==> src/hw/rtl/gda_pkg.sv <==
package gda_pkg;

    // Width of the year fields on the ports.
    localparam int YEAR_PORT_W = 16;

    // Remainder of the year by 400 fits in nine bits.
    localparam int REM_W = 9;
    localparam logic [REM_W:0] LEAP_CYCLE = 10'd400;
    localparam logic [REM_W-1:0] LAST_REM = 9'd399;

    // Reciprocal of 25 scaled by 2^33, rounded up; exact for any 28-bit dividend.
    localparam logic [28:0] RECIP_25 = 29'd343597384;
    localparam int RECIP_SHIFT = 33;

    // Operation codes.
    localparam logic [1:0] OP_LOAD    = 2'd0;
    localparam logic [1:0] OP_ADVANCE = 2'd1;
    localparam logic [1:0] OP_COMPARE = 2'd2;

    // Month numbers and lengths.
    localparam logic [3:0] MONTH_FIRST = 4'd1;
    localparam logic [3:0] MONTH_LAST  = 4'd12;
    localparam logic [3:0] MONTH_FEB   = 4'd2;
    localparam logic [4:0] DAY_FIRST   = 5'd1;

    typedef enum logic [2:0] {
        S_IDLE,
        S_MOD,
        S_CHECK,
        S_ADV,
        S_DONE
    } t_state;

    // Status from the remainder unit.
    typedef struct packed {
        logic             done;
        logic [REM_W-1:0] rem;
    } t_mod_rsp;

    // Leap rule on the year modulo 400: divisible by 4, and century
    // years only when divisible by 400.
    function automatic logic is_leap(input logic [REM_W-1:0] rem);
        logic century;
        century = (rem == 9'd100) || (rem == 9'd200) || (rem == 9'd300);
        return (rem == 9'd0) || ((rem[1:0] == 2'b00) && !century);
    endfunction

    function automatic logic [4:0] month_len(input logic [3:0] month,
                                             input logic leap);
        logic [4:0] len;
        unique case (month)
            4'd1, 4'd3, 4'd5, 4'd7, 4'd8, 4'd10, 4'd12: len = 5'd31;
            4'd4, 4'd6, 4'd9, 4'd11:                    len = 5'd30;
            default:                                    len = leap ? 5'd29 : 5'd28;
        endcase
        return len;
    endfunction

endpackage

==> src/hw/rtl/gda_if.sv <==
// Request channel: one beat carries one operation.
interface gda_in_if;
    logic        valid;
    logic        ready;
    logic [1:0]  operation;
    logic [4:0]  day_in;
    logic [3:0]  month_in;
    logic [15:0] year_in;
    logic [15:0] day_count;

    modport source (output valid, operation, day_in, month_in, year_in, day_count,
                    input ready);
    modport sink (input valid, operation, day_in, month_in, year_in, day_count,
                  output ready);
endinterface

// Result channel: one beat per operation.
interface gda_out_if;
    logic        valid;
    logic        ready;
    logic [4:0]  day_out;
    logic [3:0]  month_out;
    logic [15:0] year_out;
    logic        load_ok;
    logic        dates_equal;

    modport source (output valid, day_out, month_out, year_out, load_ok, dates_equal,
                    input ready);
    modport sink (input valid, day_out, month_out, year_out, load_ok, dates_equal,
                  output ready);
endinterface

==> src/hw/rtl/gda_mod400.sv <==
// Remainder of a year by 400 in registered steps. The quotient by 400 is
// the year over 16 times the scaled reciprocal of 25; the remainder is the
// year less 400 times that quotient, which only needs the low nine bits.
// The start pulse latches the year; the quotient, then the remainder follow.
module gda_mod400 import gda_pkg::*; #(
    parameter int YEAR_WIDTH = 16
) (
    input  logic                  i_clk,
    input  logic                  i_rst_n,
    input  logic                  i_start,
    input  logic [YEAR_WIDTH-1:0] i_year,
    output t_mod_rsp              o_rsp
);
    logic             r_mul, n_mul;
    logic             r_sub, n_sub;
    logic             r_done, n_done;
    logic [31:0]      r_year, n_year;
    logic [REM_W-1:0] r_quot, n_quot;
    logic [REM_W-1:0] r_rem, n_rem;
    logic [27:0]      year_div16;
    logic [56:0]      product;
    logic [REM_W-1:0] quot_x400;

    // Quotient by 400 from the reciprocal, then the remainder modulo 512.
    assign year_div16 = r_year[31:4];
    assign product    = {29'd0, year_div16} * {28'd0, RECIP_25};
    assign quot_x400  = r_quot * LEAP_CYCLE[REM_W-1:0];

    // Step sequencer: latch the year, take the quotient, then the remainder.
    always_comb begin
        n_mul  = 1'b0;
        n_sub  = 1'b0;
        n_done = 1'b0;
        n_year = r_year;
        n_quot = r_quot;
        n_rem  = r_rem;
        if (i_start) begin
            n_mul  = 1'b1;
            n_year = 32'(i_year);
        end else if (r_mul) begin
            n_sub  = 1'b1;
            n_quot = product[RECIP_SHIFT +: REM_W];
        end else if (r_sub) begin
            n_done = 1'b1;
            n_rem  = r_year[REM_W-1:0] - quot_x400;
        end
    end

    always_ff @(posedge i_clk) begin
        if (!i_rst_n) begin
            r_mul  <= 1'b0;
            r_sub  <= 1'b0;
            r_done <= 1'b0;
        end else begin
            r_mul  <= n_mul;
            r_sub  <= n_sub;
            r_done <= n_done;
        end
        r_year <= n_year;
        r_quot <= n_quot;
        r_rem  <= n_rem;
    end

    assign o_rsp.done = r_done;
    assign o_rsp.rem  = r_rem;

endmodule

==> src/hw/rtl/gregorian_date_advancer_unit.sv <==
// Gregorian date counter. It holds one date and serves load, advance and
// compare beats, each answered by exactly one result beat showing the stored
// date. Load and compare check the given date first; the leap test needs the
// year modulo 400, which a reciprocal remainder unit produces, so such a beat
// passes through S_MOD, which waits for the remainder, and S_CHECK before
// S_DONE loads the result register. Advance runs through a month-stepping
// loop in S_ADV that consumes the rest of the current month per cycle and
// crosses k month ends (about 2155 at most for a count of 65535). An advance
// by zero and the unused operation code go straight to S_DONE. A result that
// waits for the receiver holds the block in its final state until the output
// register frees up. The block takes one beat at a time; a new beat is
// accepted while an earlier result still waits in the output register.
module gregorian_date_advancer_unit import gda_pkg::*; #(
    parameter int YEAR_WIDTH = 16
) (
    input  logic  i_clk,
    input  logic  i_rst_n,
    gda_in_if.sink    i_in,
    gda_out_if.source o_out
);
    t_state r_state, n_state;

    // Latched request.
    logic [1:0]            r_op, n_op;
    logic [4:0]            r_d, n_d;
    logic [3:0]            r_m, n_m;
    logic [YEAR_WIDTH-1:0] r_y, n_y;
    logic [15:0]           r_n, n_n;

    // Stored date and its year modulo 400.
    logic [4:0]            r_cur_day, n_cur_day;
    logic [3:0]            r_cur_month, n_cur_month;
    logic [YEAR_WIDTH-1:0] r_cur_year, n_cur_year;
    logic [REM_W-1:0]      r_cur_rem, n_cur_rem;

    logic r_ok, n_ok;
    logic r_eq, n_eq;

    // Output register.
    logic                   r_out_valid, n_out_valid;
    logic [4:0]             r_out_day, n_out_day;
    logic [3:0]             r_out_month, n_out_month;
    logic [YEAR_PORT_W-1:0] r_out_year, n_out_year;
    logic                   r_out_ok, n_out_ok;
    logic                   r_out_eq, n_out_eq;

    logic                  in_fire;
    logic                  mod_start;
    logic [31:0]           year_in_wide;
    logic [31:0]           year_out_wide;
    logic [YEAR_WIDTH-1:0] in_year;
    t_mod_rsp              mod_rsp;
    logic [4:0]            chk_len;
    logic                  chk_valid;
    logic [4:0]            cur_len;
    logic [4:0]            days_left;
    logic                  out_free;

    assign in_fire       = i_in.valid && i_in.ready;
    assign i_in.ready    = (r_state == S_IDLE);
    assign year_in_wide  = {16'd0, i_in.year_in};
    assign in_year       = year_in_wide[YEAR_WIDTH-1:0];
    assign year_out_wide = 32'(r_cur_year);
    assign out_free      = !r_out_valid || o_out.ready;
    assign mod_start     = in_fire && (i_in.operation == OP_LOAD ||
                                       i_in.operation == OP_COMPARE);

    gda_mod400 #(.YEAR_WIDTH(YEAR_WIDTH)) u_mod400 (
        .i_clk   (i_clk),
        .i_rst_n (i_rst_n),
        .i_start (mod_start),
        .i_year  (in_year),
        .o_rsp   (mod_rsp)
    );

    // Check of the request date and the days left in the current month.
    assign chk_len   = month_len(r_m, is_leap(mod_rsp.rem));
    assign chk_valid = (r_m >= MONTH_FIRST) && (r_m <= MONTH_LAST) &&
                       (r_d != 5'd0) && (r_d <= chk_len);
    assign cur_len   = month_len(r_cur_month, is_leap(r_cur_rem));
    assign days_left = cur_len - r_cur_day;

    // Next state.
    always_comb begin
        n_state = r_state;
        unique case (r_state)
            S_IDLE: begin
                if (in_fire) begin
                    if (i_in.operation == OP_LOAD || i_in.operation == OP_COMPARE) begin
                        n_state = S_MOD;
                    end else if (i_in.operation == OP_ADVANCE && i_in.day_count != 16'd0) begin
                        n_state = S_ADV;
                    end else begin
                        n_state = S_DONE;
                    end
                end
            end
            S_MOD: begin
                if (mod_rsp.done) begin
                    n_state = S_CHECK;
                end
            end
            S_CHECK: n_state = S_DONE;
            S_ADV: begin
                if (r_n <= 16'(days_left)) begin
                    n_state = S_DONE;
                end
            end
            S_DONE: begin
                if (out_free) begin
                    n_state = S_IDLE;
                end
            end
            default: n_state = S_IDLE;
        endcase
    end

    // Datapath and result register.
    always_comb begin
        n_op        = r_op;
        n_d         = r_d;
        n_m         = r_m;
        n_y         = r_y;
        n_n         = r_n;
        n_cur_day   = r_cur_day;
        n_cur_month = r_cur_month;
        n_cur_year  = r_cur_year;
        n_cur_rem   = r_cur_rem;
        n_ok        = r_ok;
        n_eq        = r_eq;
        n_out_valid = r_out_valid && !o_out.ready;
        n_out_day   = r_out_day;
        n_out_month = r_out_month;
        n_out_year  = r_out_year;
        n_out_ok    = r_out_ok;
        n_out_eq    = r_out_eq;
        unique case (r_state)
            S_IDLE: begin
                if (in_fire) begin
                    n_op = i_in.operation;
                    n_d  = i_in.day_in;
                    n_m  = i_in.month_in;
                    n_y  = in_year;
                    n_n  = i_in.day_count;
                    n_ok = 1'b0;
                    n_eq = 1'b0;
                end
            end
            S_CHECK: begin
                // An invalid date stands as 1/1/1.
                if (r_op == OP_LOAD) begin
                    n_ok = chk_valid;
                    if (chk_valid) begin
                        n_cur_day   = r_d;
                        n_cur_month = r_m;
                        n_cur_year  = r_y;
                        n_cur_rem   = mod_rsp.rem;
                    end else begin
                        n_cur_day   = DAY_FIRST;
                        n_cur_month = MONTH_FIRST;
                        n_cur_year  = YEAR_WIDTH'(1);
                        n_cur_rem   = REM_W'(1);
                    end
                end else if (chk_valid) begin
                    n_eq = (r_d == r_cur_day) && (r_m == r_cur_month) && (r_y == r_cur_year);
                end else begin
                    n_eq = (r_cur_day == DAY_FIRST) && (r_cur_month == MONTH_FIRST) &&
                           (r_cur_year == YEAR_WIDTH'(1));
                end
            end
            S_ADV: begin
                // Either finish inside this month or jump to the first of the next.
                if (r_n <= 16'(days_left)) begin
                    n_cur_day = r_cur_day + r_n[4:0];
                    n_n       = '0;
                end else begin
                    n_n       = r_n - 16'(days_left) - 16'd1;
                    n_cur_day = DAY_FIRST;
                    if (r_cur_month == MONTH_LAST) begin
                        n_cur_month = MONTH_FIRST;
                        n_cur_year  = r_cur_year + 1'b1;
                        // The year wraps to zero, which is a multiple of 400.
                        if (&r_cur_year || r_cur_rem == LAST_REM) begin
                            n_cur_rem = '0;
                        end else begin
                            n_cur_rem = r_cur_rem + 1'b1;
                        end
                    end else begin
                        n_cur_month = r_cur_month + 1'b1;
                    end
                end
            end
            S_DONE: begin
                if (out_free) begin
                    n_out_valid = 1'b1;
                    n_out_day   = r_cur_day;
                    n_out_month = r_cur_month;
                    n_out_year  = year_out_wide[YEAR_PORT_W-1:0];
                    n_out_ok    = r_ok;
                    n_out_eq    = r_eq;
                end
            end
            default: begin
            end
        endcase
    end

    always_ff @(posedge i_clk) begin
        if (!i_rst_n) begin
            r_state     <= S_IDLE;
            r_out_valid <= 1'b0;
            r_cur_day   <= DAY_FIRST;
            r_cur_month <= MONTH_FIRST;
            r_cur_year  <= YEAR_WIDTH'(1);
            r_cur_rem   <= REM_W'(1);
        end else begin
            r_state     <= n_state;
            r_out_valid <= n_out_valid;
            r_cur_day   <= n_cur_day;
            r_cur_month <= n_cur_month;
            r_cur_year  <= n_cur_year;
            r_cur_rem   <= n_cur_rem;
        end
        r_op        <= n_op;
        r_d         <= n_d;
        r_m         <= n_m;
        r_y         <= n_y;
        r_n         <= n_n;
        r_ok        <= n_ok;
        r_eq        <= n_eq;
        r_out_day   <= n_out_day;
        r_out_month <= n_out_month;
        r_out_year  <= n_out_year;
        r_out_ok    <= n_out_ok;
        r_out_eq    <= n_out_eq;
    end

    assign o_out.valid       = r_out_valid;
    assign o_out.day_out     = r_out_day;
    assign o_out.month_out   = r_out_month;
    assign o_out.year_out    = r_out_year;
    assign o_out.load_ok     = r_out_ok;
    assign o_out.dates_equal = r_out_eq;

`ifndef SYNTHESIS
    // The stored date is always a real calendar date.
    a_month_range: assert property (@(posedge i_clk) disable iff (!i_rst_n)
        r_cur_month >= MONTH_FIRST && r_cur_month <= MONTH_LAST)
        else $error("stored month out of range");

    a_day_range: assert property (@(posedge i_clk) disable iff (!i_rst_n)
        r_cur_day != 5'd0 && r_cur_day <= cur_len)
        else $error("stored day outside its month");

    // The tracked remainder stays below 400.
    a_rem_range: assert property (@(posedge i_clk) disable iff (!i_rst_n)
        r_cur_rem <= LAST_REM)
        else $error("year remainder out of range");

    // The remainder unit only finishes while the sequencer waits for it.
    a_mod_done: assert property (@(posedge i_clk) disable iff (!i_rst_n)
        mod_rsp.done |-> r_state == S_MOD)
        else $error("remainder finished outside its wait state");
`endif

endmodule
==> src/flat_wrapper.sv <==
// flat-port wrapper written by rule: the top's interface ports become plain ports
module gregorian_date_advancer_unit_flat import gda_pkg::*;
#(
    parameter int YEAR_WIDTH = 16
)
  (i_clk, i_rst_n, i_in_valid, i_in_operation, i_in_day_in, i_in_month_in, i_in_year_in, i_in_day_count, i_in_ready, o_out_valid, o_out_day_out, o_out_month_out, o_out_year_out, o_out_load_ok, o_out_dates_equal, o_out_ready);
  gda_in_if i_in_i ();
  gda_out_if o_out_i ();
  input  logic i_clk;
  input  logic i_rst_n;
  input wire logic [$bits(i_in_i.valid)-1:0] i_in_valid;
  input wire logic [$bits(i_in_i.operation)-1:0] i_in_operation;
  input wire logic [$bits(i_in_i.day_in)-1:0] i_in_day_in;
  input wire logic [$bits(i_in_i.month_in)-1:0] i_in_month_in;
  input wire logic [$bits(i_in_i.year_in)-1:0] i_in_year_in;
  input wire logic [$bits(i_in_i.day_count)-1:0] i_in_day_count;
  output wire logic [$bits(i_in_i.ready)-1:0] i_in_ready;
  output wire logic [$bits(o_out_i.valid)-1:0] o_out_valid;
  output wire logic [$bits(o_out_i.day_out)-1:0] o_out_day_out;
  output wire logic [$bits(o_out_i.month_out)-1:0] o_out_month_out;
  output wire logic [$bits(o_out_i.year_out)-1:0] o_out_year_out;
  output wire logic [$bits(o_out_i.load_ok)-1:0] o_out_load_ok;
  output wire logic [$bits(o_out_i.dates_equal)-1:0] o_out_dates_equal;
  input wire logic [$bits(o_out_i.ready)-1:0] o_out_ready;
  assign i_in_i.valid = i_in_valid;
  assign i_in_i.operation = i_in_operation;
  assign i_in_i.day_in = i_in_day_in;
  assign i_in_i.month_in = i_in_month_in;
  assign i_in_i.year_in = i_in_year_in;
  assign i_in_i.day_count = i_in_day_count;
  assign i_in_ready = i_in_i.ready;
  assign o_out_valid = o_out_i.valid;
  assign o_out_day_out = o_out_i.day_out;
  assign o_out_month_out = o_out_i.month_out;
  assign o_out_year_out = o_out_i.year_out;
  assign o_out_load_ok = o_out_i.load_ok;
  assign o_out_dates_equal = o_out_i.dates_equal;
  assign o_out_i.ready = o_out_ready;
  gregorian_date_advancer_unit #(.YEAR_WIDTH(YEAR_WIDTH)) u_core (.i_clk(i_clk), .i_rst_n(i_rst_n), .i_in(i_in_i), .o_out(o_out_i));
endmodule
==> config.mk <==
export PLATFORM = sky130hd
export DESIGN_NAME = gregorian_date_advancer_unit_flat
export DESIGN_NICKNAME = d
export VERILOG_FILES = /design/src/hw/rtl/gda_pkg.sv /design/src/hw/rtl/gda_if.sv /design/src/hw/rtl/gda_mod400.sv /design/src/hw/rtl/gregorian_date_advancer_unit.sv /design/src/flat_wrapper.sv
export SDC_FILE = /design/constraint.sdc
export NUM_CORES = 1
export LEC_CHECK = 0
export ABC_CLOCK_PERIOD_IN_PS = 6400
export BUFFER_PORTS_ARGS = -buffer_cell sky130_fd_sc_hd__buf_2
export CAP_MARGIN = 40
export CORE_ASPECT_RATIO = 1.4
export CORE_UTILIZATION = 60
export DETAILED_ROUTE_END_ITERATION = 10
export PLACE_DENSITY_LB_ADDON = 0.12
export SLEW_MARGIN = 20
export SYNTH_ARGS = -nofsm -noshare
export SYNTH_HDL_FRONTEND = slang
export SYNTH_SLANG_ARGS = --single-unit
==> constraint.sdc <==
create_clock -name i_clk -period 6.4 [get_ports i_clk]
set_clock_uncertainty 0.1 [all_clocks]
set_input_delay 0.32 -clock i_clk [delete_from_list [all_inputs] [get_ports i_clk]]
set_output_delay 0.32 -clock i_clk [all_outputs]
set_load 0.01 [all_outputs]
==> impl_results.md <==
* IO Count at 76
* Seq/Total Area, Yosys at 0.3479
* Rel. slew slack at 0.4745
* Share of cells above drive strength 1 at 0.1301
* Status: complete, no violations
* Worst skew pair latency at 0.44 ns
* H-tree depth at 4
* Syn_area_per_cell at 10.53 um^2
* CP endpoint kind: flop
* Initial antenna violation count at 0
* Area delta synth->final at 13.52%
* Final Hold Violating Endpoints at 0
* Synth Register Bits at 143
* RSZ-0062 raised after global routing: false
* Number of setup violations in the final report at 0
* Setup Crit Path Kind: reg2reg
* Global-route wire length before repair at 45.15 mm
* Slew Limit Fails at 0
* Max-Cap Viols at 0
* Ranking of synthesized cells by area: edfxtp_1 27%, fa_1 15%, ha_1 15%
* CTS Buffer Depth at 2
* Top cells by count, synth: 151 x inv_1, 131 x ha_1, 102 x edfxtp_1, 82 x fa_1, 69 x nand2_1
* Yosys top cell area share at 0.2744
* Largest fanout on the critical path at 8
* Reg clk slew, reported paths at 0.07 ns
* Initial DRC count at 633
* Synthesized instance count at 1060
* Arrival time at the worst endpoint at 5.53 ns
* Routability Congestion at 1.003
* # fillers at 1362
* CP required at 6.48 ns
* Hold path start: i_in_year_in[2]
* Combined area of the multi-input logic cells at 0.006573 mm^2
* CTS tree: yes
* Pwr Density at 491.1 mW/mm^2
* Crit share post-route at 0.8517
* Die Area at 0.01916 mm^2
* Final net count at 1415
* Vias in the first global route at 8594
* Synth Flop Type: edfxtp_1
* Vias at 8456
* Post-DR vias/cell at 6.006
* CTS sink cnt at 143
* Synth cell types at 70
* Fmax at 183.5 MHz
* Most area-hungry cell type in the Yosys netlist: edfxtp_1
* Total Routing Usage GR at 0.3212
* VDD IR max at 875.3 uV
* Worst flop-to-flop path startpoint: u_core.u_mod400.r_year[14]$_DFFE_PP_
* Async set-reset flop share out of synthesis at 0
* # diodes at 0
* Cell Area, Synth at 0.01116 mm^2
* Routed wire per std cell at 20.12 um
* Synthesized net count at 1320
* CP Launch Type: flop
* Dpl hpwl at 22.14 mm
* Drt first pass iters at 5
* Final wirelength at 28.33 mm
* Port bufs at 75
* Largest net degree at the start of global routing at 30
* Core Footprint at 0.01807 mm^2
* Hold Slack at 0.02174 ns
* Grt ovf at 0
* HP Class: in2reg
* Min cycle time layout at 5.451 ns
* Row cnt at 58
* Post-route ant nets at 0
* Clk root buf: clkbuf_16
* Synth Warn # at 0
* Sequential cell area at 0.003884 mm^2
* Pleak at 5.540 nW
* Die W at 117.3 um
* Critical path launch point: u_core.u_mod400.r_year[14]$_DFFE_PP_
* Post-synth EDFFs at 102
* Count leader, synth: inv_1
* Final setup TNS at 0 ns
* Num CTS Buffers at 17
* Effective utilization at floorplan at 0.6177
* Worst slew pin tran at 0.7852 ns
* DR DRC count at 0
* Die span in y at 163.4 um
## layout by cell type (no fill, tap or decap), types with 22 or more instances in the layout
cell type        n
ha_1           131
edfxtp_1       102
dfxtp_1         41
buf_2           75
inv_1          151
a21oi_1         42
nand2_1         69
xnor2_1         34
nand3_1         24
xor2_1          34
o21ai_0         50
fa_1            82
nor2_1          51
dlygate4sd3_1   22
## sequential cells by signal, indices dropped and copies added, names as in the netlist, 9 cells and up
register / cells
u_core.u_mod400.r_rem: 9
u_core.r_y: 16
u_core.r_cur_rem: 9
u_core.o_out.year_out: 16
u_core.r_n: 16
u_core.u_mod400.r_year: 16
u_core.r_cur_year: 16
## timing repair
action,CTS,global route
endpoints found under the hold margin,34,0
hold buffers,22,0
resized for setup,0,0
setup endpoints to repair,0,0
setup buffers,0,0
## cells by family (layout without fill, tap and decap cells)
| logic type | count (synthesis) | count (layout) | share of synthesized area |
|---|---|---|---|
| AND/OR/NAND/NOR | 245 | 245 | 0.1130 |
| adder cells (fa/ha/maj) | 213 | 213 | 0.2939 |
| AO/OA/AOI/OAI | 203 | 203 | 0.1249 |
| buffers and inverters | 185 | 293 | 0.06423 |
| flip-flops | 143 | 143 | 0.3479 |
| XOR/XNOR | 68 | 68 | 0.05336 |
| multiplexers | 3 | 3 | 0.002690 |
## stage by stage
step / utilization / worst slack [ns] / cell area, um^2 / power (mW) / std cells
after CTS: 0.7000 / 0.9213 / 12650 / 6.234 / 1406
after global placement: 0.6509 / 1.082 / 11760 / 5.074 / 1350
after floorplan: - / 1.450 / 11160 / 4.108 / 1060
after global routing: 0.7012 / 0.6903 / 12670 / 6.773 / 1408
final: 0.7012 / 0.9489 / 12670 / 6.222 / 1408
after detailed placement: 0.6533 / 0.9721 / 11810 / 5.169 / 1352
## per-layer routing
layer  part of all wire  GRT usage
met1               0.36     0.3444
met2               0.55     0.5914
met3              0.037    0.04750
met4              0.052     0.1761
met5                  0          0
## layout make-up
type,instances,share of cell area
sequential,143,0.3065
clock buffer,17,0.03357
clock inverter,15,0.01560
tap,240,0.02370
inverter,152,0.04503
multi-input combinational,732,0.5187
timing repair buffer,109,0.05688
## path summary, 6_finish.rpt
kind                            slack (ns)  cells past startpoint                                  end
worst min-delay path                  0.02                      1  u_core.u_mod400.r_year[2]$_DFFE_PP_
worst min register to register        0.33                      0   u_core.u_mod400.r_rem[0]$_DFFE_PP_
worst max register to register        0.95                     15  u_core.u_mod400.r_quot[2]$_DFFE_PP_
worst max-delay path                  0.95                     15  u_core.u_mod400.r_quot[2]$_DFFE_PP_
## worst max-delay path, cell delays in order (launching register included)
cell and delay, ns:
edfxtp_1 0.58, fa_1 0.61, inv_1 0.11, fa_1 0.53
inv_1 0.06, fa_1 0.51, fa_1 0.52, fa_1 0.54
ha_1 0.36, a211oi_1 0.23, o21ai_0 0.13, a41oi_1 0.26
o21ai_0 0.12, a41oi_1 0.26, o21ai_0 0.14, xor2_1 0.15
## report_power, final
part           internal [mW]  switching, mW  total, mW
Clock                  0.596          0.440       1.04
Combinational           1.64           2.17       3.81
Sequential              1.22          0.159       1.38
(Power assumes the default switching activity.)
